<file path="src/sv/pmm_pkg.sv">
// ----------------------------------------------------------------------------
// pmm_pkg
// shared constants, register codes and state encoding for the pooling block
// ----------------------------------------------------------------------------
package pmm_pkg;

  localparam int MAX_WIDTH_DEF   = 256;
  localparam int MAX_WINDOW_DEF  = 8;
  localparam int SAMPLE_BITS_DEF = 16;

  localparam int CFG_IDX_W  = 3;
  localparam int CFG_DATA_W = 11;

  localparam int MAX_ROWS  = 1024;
  localparam int MAX_CHANS = 1024;

  typedef enum logic [CFG_IDX_W-1:0] {
    REG_INPUT_WIDTH  = 3'd0,
    REG_INPUT_HEIGHT = 3'd1,
    REG_WINDOW_WIDTH = 3'd2,
    REG_WINDOW_HEIGHT = 3'd3,
    REG_X_STRIDE     = 3'd4,
    REG_Y_STRIDE     = 3'd5,
    REG_CHANNELS     = 3'd6,
    REG_POOL_MODE    = 3'd7
  } cfg_reg_t;

  localparam logic [8:0]  RST_INPUT_WIDTH   = 9'd28;
  localparam logic [10:0] RST_INPUT_HEIGHT  = 11'd28;
  localparam logic [3:0]  RST_WINDOW_WIDTH  = 4'd2;
  localparam logic [3:0]  RST_WINDOW_HEIGHT = 4'd2;
  localparam logic [3:0]  RST_X_STRIDE      = 4'd2;
  localparam logic [3:0]  RST_Y_STRIDE      = 4'd2;
  localparam logic [10:0] RST_CHANNELS      = 11'd1;
  localparam logic        RST_POOL_MODE     = 1'b0;

  localparam logic MODE_MAX  = 1'b0;
  localparam logic MODE_MEAN = 1'b1;

  typedef enum logic [4:0] {
    S_IDLE = 5'b00001,
    S_READ = 5'b00010,
    S_LAST = 5'b00100,
    S_DIV  = 5'b01000,
    S_OUT  = 5'b10000
  } state_t;

endpackage

</file>
<file path="src/sv/pmm_div.sv">
// ----------------------------------------------------------------------------
// pmm_div
// signed by unsigned divider, three quotient bits per cycle, truncates to zero
// ----------------------------------------------------------------------------
module pmm_div #(
  parameter int SUMW  = 22,
  parameter int AREAW = 8,
  parameter int QW    = 16
) (
  input  logic                    clk,
  input  logic                    rst_n,
  input  logic                    start,
  input  logic signed [SUMW-1:0]  dividend,
  input  logic [AREAW-1:0]        divisor,
  output logic                    done,
  output logic [QW-1:0]           quot
);
  import pmm_pkg::*;

  localparam int STEPS = (SUMW + 2) / 3;
  localparam int DIVW  = 3 * STEPS;
  localparam int CNTW  = $clog2(STEPS + 1);
  localparam int REMW  = AREAW + 1;

  logic              busy_r, busy_nxt;
  logic              done_r, done_nxt;
  logic [CNTW-1:0]   cnt_r, cnt_nxt;
  logic              neg_r;
  logic [DIVW-1:0]   dvd_r;
  logic [REMW-1:0]   rem_r;
  logic [AREAW-1:0]  dsr_r;
  logic [SUMW-1:0]   mag;
  logic [DIVW-1:0]   q_step;
  logic [REMW-1:0]   r_step;

  assign mag = dividend[SUMW-1] ? SUMW'(-dividend) : SUMW'(dividend);

  always_comb begin
    r_step = rem_r;
    q_step = dvd_r;
    for (int k = 0; k < 3; k++) begin
      r_step = {r_step[REMW-2:0], q_step[DIVW-1]};
      q_step = {q_step[DIVW-2:0], 1'b0};
      if (r_step >= {1'b0, dsr_r}) begin
        r_step    = r_step - {1'b0, dsr_r};
        q_step[0] = 1'b1;
      end
    end
  end

  always_comb begin
    busy_nxt = busy_r;
    done_nxt = 1'b0;
    cnt_nxt  = cnt_r;
    if (start) begin
      busy_nxt = 1'b1;
      cnt_nxt  = '0;
    end else if (busy_r) begin
      cnt_nxt = cnt_r + CNTW'(1);
      if (cnt_r == CNTW'(STEPS - 1)) begin
        busy_nxt = 1'b0;
        done_nxt = 1'b1;
      end
    end
  end

  always_ff @(posedge clk) begin
    if (!rst_n) begin
      busy_r <= 1'b0;
      done_r <= 1'b0;
      cnt_r  <= '0;
    end else begin
      busy_r <= busy_nxt;
      done_r <= done_nxt;
      cnt_r  <= cnt_nxt;
    end
  end

  always_ff @(posedge clk) begin
    if (start) begin
      neg_r <= dividend[SUMW-1];
      dvd_r <= DIVW'(mag);
      rem_r <= '0;
      dsr_r <= divisor;
    end else if (busy_r) begin
      dvd_r <= q_step;
      rem_r <= r_step;
    end
  end

  assign done = done_r;
  assign quot = neg_r ? QW'(-dvd_r) : QW'(dvd_r);

endmodule

</file>
<file path="config.mk">
export PLATFORM = sky130hd
export DESIGN_NAME = pmm_div
export DESIGN_NICKNAME = d
export VERILOG_FILES = /design/src/sv/pmm_pkg.sv /design/src/sv/pmm_div.sv
export SDC_FILE = /design/constraint.sdc
export NUM_CORES = 1
export LEC_CHECK = 0
export CAP_MARGIN = 20
export CORE_MARGIN = 2
export CORE_UTILIZATION = 59
export DETAILED_ROUTE_END_ITERATION = 7
export DONT_BUFFER_PORTS = 1
export GPL_TIMING_DRIVEN = 0
export PLACE_DENSITY = 0.8
export SLEW_MARGIN = 20
export SYNTH_ARGS = -nofsm -noshare
export SYNTH_HDL_FRONTEND = slang
export SYNTH_SLANG_ARGS = --single-unit
</file>
<file path="constraint.sdc">
create_clock -name clk -period 5.66 [get_ports clk]
set_clock_uncertainty 0.15 [all_clocks]
set_input_delay 1.698 -clock clk [delete_from_list [all_inputs] [get_ports clk]]
set_output_delay 1.698 -clock clk [all_outputs]
set_load 0.02 [all_outputs]
</file>
==> qor.csv <==
stage;metric;value;unit
clock_network;buffer type at the clock tree root;clkbuf_8;
logic_synthesis;Gate Count Post-Synth;454;
hold_path;worst hold-check path type;register to register;
layout;number of nets at the end of the flow;547;
placement;dpl cells;531;
logic_synthesis;most used standard cell by instance count after synthesis;nor2_1;
critical_path;CP max stage cell;edfxtp_1;
drt;# DRC;0;
clock_network;TritonCTS clock tree;yes;
drt;per-cell via count in the routed design;6.69;
floorplanning;DIE WIDTH;86.3;um
floorplanning;placement row count;29;
logic_synthesis;share of the yosys chip area belonging to registers;31.3;%
status;result of the run;finished clean;
clock_network;total number of H-tree levels;2;
drt;DRT Wirelength;11100;um
logic_synthesis;most used flip-flop cell after synthesis;edfxtp_1;
run;Max Cap Viol;0;
layout;P&R area growth vs syn;20.3;%
timing;post-layout worst setup margin;0.0848;ns
critical_path;arrival time of data at the critical path endpoint;5.63;ns
global_route;highest-utilization routing layer at the global route stage;met2;
global_route;Overall Global Routing Usage;28.1;%
power;leakage power of the design;1.82;nW
power;NetSw;1.61;mW
layout;Antenna Cells;0;
placement;estimated wirelength of the detail-placed design;7550;um
layout;total non-filler cell area in the finished layout;4810;sq um
timing;# setup viols final;0;
logic_synthesis;Synth area leader;edfxtp_1;
hold_path;Worst Hold End;dvd_r[22];
timing;Highest Clock Rate;179;MHz
logic_synthesis;flop and latch count out of synthesis;47;
power;Max rail drop VDD;0.000526;V
clock_network;cts hold-fix bufs;0;
drt;post-detailed-route wirelength per cell;19.7;um
global_route;fraction of met3 tracks used by global routing;5.43;%
drt;post-route antenna net violation count;0;
global_route;antenna violations before repair;0;
power;proportion of total power due to net switching;48.0;%
logic_synthesis;Synth top area share;23.3;%
global_route;vias in the first global route;3420;
floorplanning;standard cell core area;6460;sq um
logic_synthesis;Net Count, Synth;517;
global_route;largest net degree at the start of global routing;23;
logic_synthesis;number of library cell types mapped by synthesis;63;
critical_path;max incr delay on CP;0.34;ns
timing;final hold violations;0;
logic_synthesis;syn_area_per_cell;8.81;sq um
timing;final count of pins violating max slew;0;
logic_synthesis;Yosys warning total;0;
power;power after layout;3.35;mW
critical_path;required time at the endpoint of the critical path;5.71;ns
placement;IO buf count;0;
power;Gate power share;78.9;%
global_route;GR met1 Demand/Resource;39.5;%
floorplanning;DIE AREA;7450;sq um
logic_synthesis;cell area after synthesis;4000;sq um
global_route;grt ovf;0;
critical_path;internal reg-to-reg setup slack;0.08;ns
logic_synthesis;Synth async-reset ratio;0;%
placement;GP Congestion;0.969;
critical_path;cell depth of the worst flop-to-flop path;26;
layout;core utilization of the finished layout;74.4;%
floorplanning;io pins;50;
drt;total via count after detailed routing;3761;
logic_synthesis;Post-synth EDFFs;31;
critical_path;number of cells on the critical path;26;
layout;non-filler cells in the finished layout;562;
placement;worst slack at placement;-0.703;ns
global_route;global-route track usage on met2;44.3;%
placement;standard cell area after detailed placement;4120;sq um
hold_path;worst min-delay path startpoint;dvd_r[19];
power;part of the total power dissipated in the clock network;6.3;%
critical_path;Crit path max-delay family;compound AO/OA/AOI/OAI gates;
drt;violation count after the first detailed-route iteration;405;
drt;drt first pass iters;5;
timing;final clock period utilization by the worst path;98.5;%
floorplanning;initial standard-cell utilization of the core;61.9;%
floorplanning;height of the chip;86.3;um
clock_network;clock slew at reported path FFs;0.09;ns
power;internal power of the cells;1.74;mW
critical_path;FF-to-FF End;rem_r[2];
layout;fraction of final layout cells sized beyond drive strength 1;20.8;%
clock_network;largest buffer count on any clock path;2;
timing;final critical delay including setup and external delays;5.58;ns
critical_path;type of destination of the critical path;register;
critical_path;startpoint type of the worst setup path;register;
critical_path;start-to-end type of the worst setup path;register to register;
timing;relative slew slack;48.0;%
critical_path;largest fanout on the critical path;9;
critical_path;source of the worst register-to-register timing path;dsr_r[5];
global_route;global-route wire length before repair;16600;um
timing;slew at the pin closest to its max-slew limit;0.781;ns
critical_path;number of buffers and inverters on the critical path;6;
clock_network;Worst-Skew Late Latency;0.31;ns
clock_network;CTS sink cnt;47;
power;Seq pwr share;14.8;%
power;total power divided by cell area;697;nW/um^2
logic_synthesis;top post-synthesis cells by area;edfxtp_1 23%, ha_1 8.5%, dfxtp_1 8.0%;
hold_path;cell depth of the worst hold path;2;
logic_synthesis;synth cell count leaders;45 x nor2_1, 42 x a21oi_1, 31 x edfxtp_1;
clock_network;cts bufs inserted;5;
==> what timing repair did <==
| action | CTS | global route |
|---|---|---|
| buffers inserted | 9 | 17 |
| setup endpoints to repair | 9 | 9 |
| gates resized for setup | 35 | 39 |
| pin swaps | 10 | 19 |
==> tightest hold or removal path, cell delays in order, from the launching register on <==
cell and delay [ns]:
edfxtp_1 0.34, mux2i_1 0.07, nor2_1 0.08
==> registers in the layout, summed over array words and instances (netlist names) <==
signal and cells:
dvd_r 24, dsr_r 8, cnt_r 4, done 1, neg_r 1, rem_r 8
busy_r 1
==> cells in the final DEF (no fill, tap or decap), types with 3 or more instances in the layout <==
cell / instances
or3_1: 3
xor2_1: 24
o21bai_1: 8
mux2i_1: 5
inv_2: 4
nor3_2: 3
or4_1: 5
o211ai_1: 3
o31a_1: 4
nor3_1: 4
nand3_1: 7
a311oi_1: 6
edfxtp_1: 31
o41ai_1: 3
o31ai_1: 10
o21ai_0: 21
buf_12: 3
nand2b_1: 7
nor2_1: 43
inv_4: 3
o21a_1: 5
buf_4: 25
a21oi_1: 38
nand4_1: 3
nor2b_1: 8
clkbuf_1: 11
a211oi_1: 9
xnor2_1: 20
inv_1: 24
nor3b_1: 4
clkbuf_8: 7
nand2_1: 19
ha_4: 11
a21o_1: 8
a21oi_2: 3
ha_1: 14
dfxtp_1: 15
==> power by group through the flow <==
stage / sequential (mW) / combinational [mW] / clock [mW]
after floorplan: 0.475 / 1.47 / 0
after global placement: 0.492 / 1.75 / 0
after detailed placement: 0.493 / 1.80 / 0
after CTS: 0.491 / 2.04 / 0.207
after global routing: 0.503 / 2.81 / 0.225
final: 0.497 / 2.64 / 0.210
==> how the worst max path moves through the flow <==
stage	startpoint	end	slack [ns]
4_1_cts	dsr_r[1]	dvd_r[0]	0.00003
3_3_place_gp	dsr_r[1]	rem_r[6]	-0.58
6_report	dsr_r[5]	rem_r[2]	0.08
5_1_grt	dsr_r[5]	rem_r[6]	-0.11
3_5_place_dp	dsr_r[1]	rem_r[6]	-0.70
2_1_floorplan	dsr_r[1]	rem_r[2]	0.06
==> logic make-up after synthesis <==
group                    Yosys count  synth area share [%]
buffers and inverters             49                  4.73
AO/OA/AOI/OAI                    147                  25.2
flip-flops                        47                  31.3
XOR/XNOR                          44                  9.64
adder cells (fa/ha/maj)           30                  9.95
AND/OR/NAND/NOR                  126                  16.3
multiplexers                      11                  2.82
==> area by class of cell <==
cell class	count	area [sq um]
fill	433	1650
timing repair buffer	26	220
multi-input combinational	358	2930
buffer	16	104
tap	77	96.3
sequential	47	1250
inverter	30	115
clock inverter	3	17.5
clock buffer	5	68.8
==> per-layer routing <==
layer,share of wire [%],up-vias
li1,-,1746
met1,42,1747
met2,47,228
met3,9.0,40
met4,2.8,0
met5,0,-
==> metrics by stage <==
stage,hold WS [ns],TNS [ns]
floorplan,0.306,0
global placement,0.329,-4.78
detailed placement,0.344,-5.84
CTS,0.367,0
global route,0.395,-0.481
finish,0.366,0
Power figures use the tool's default switching activity.
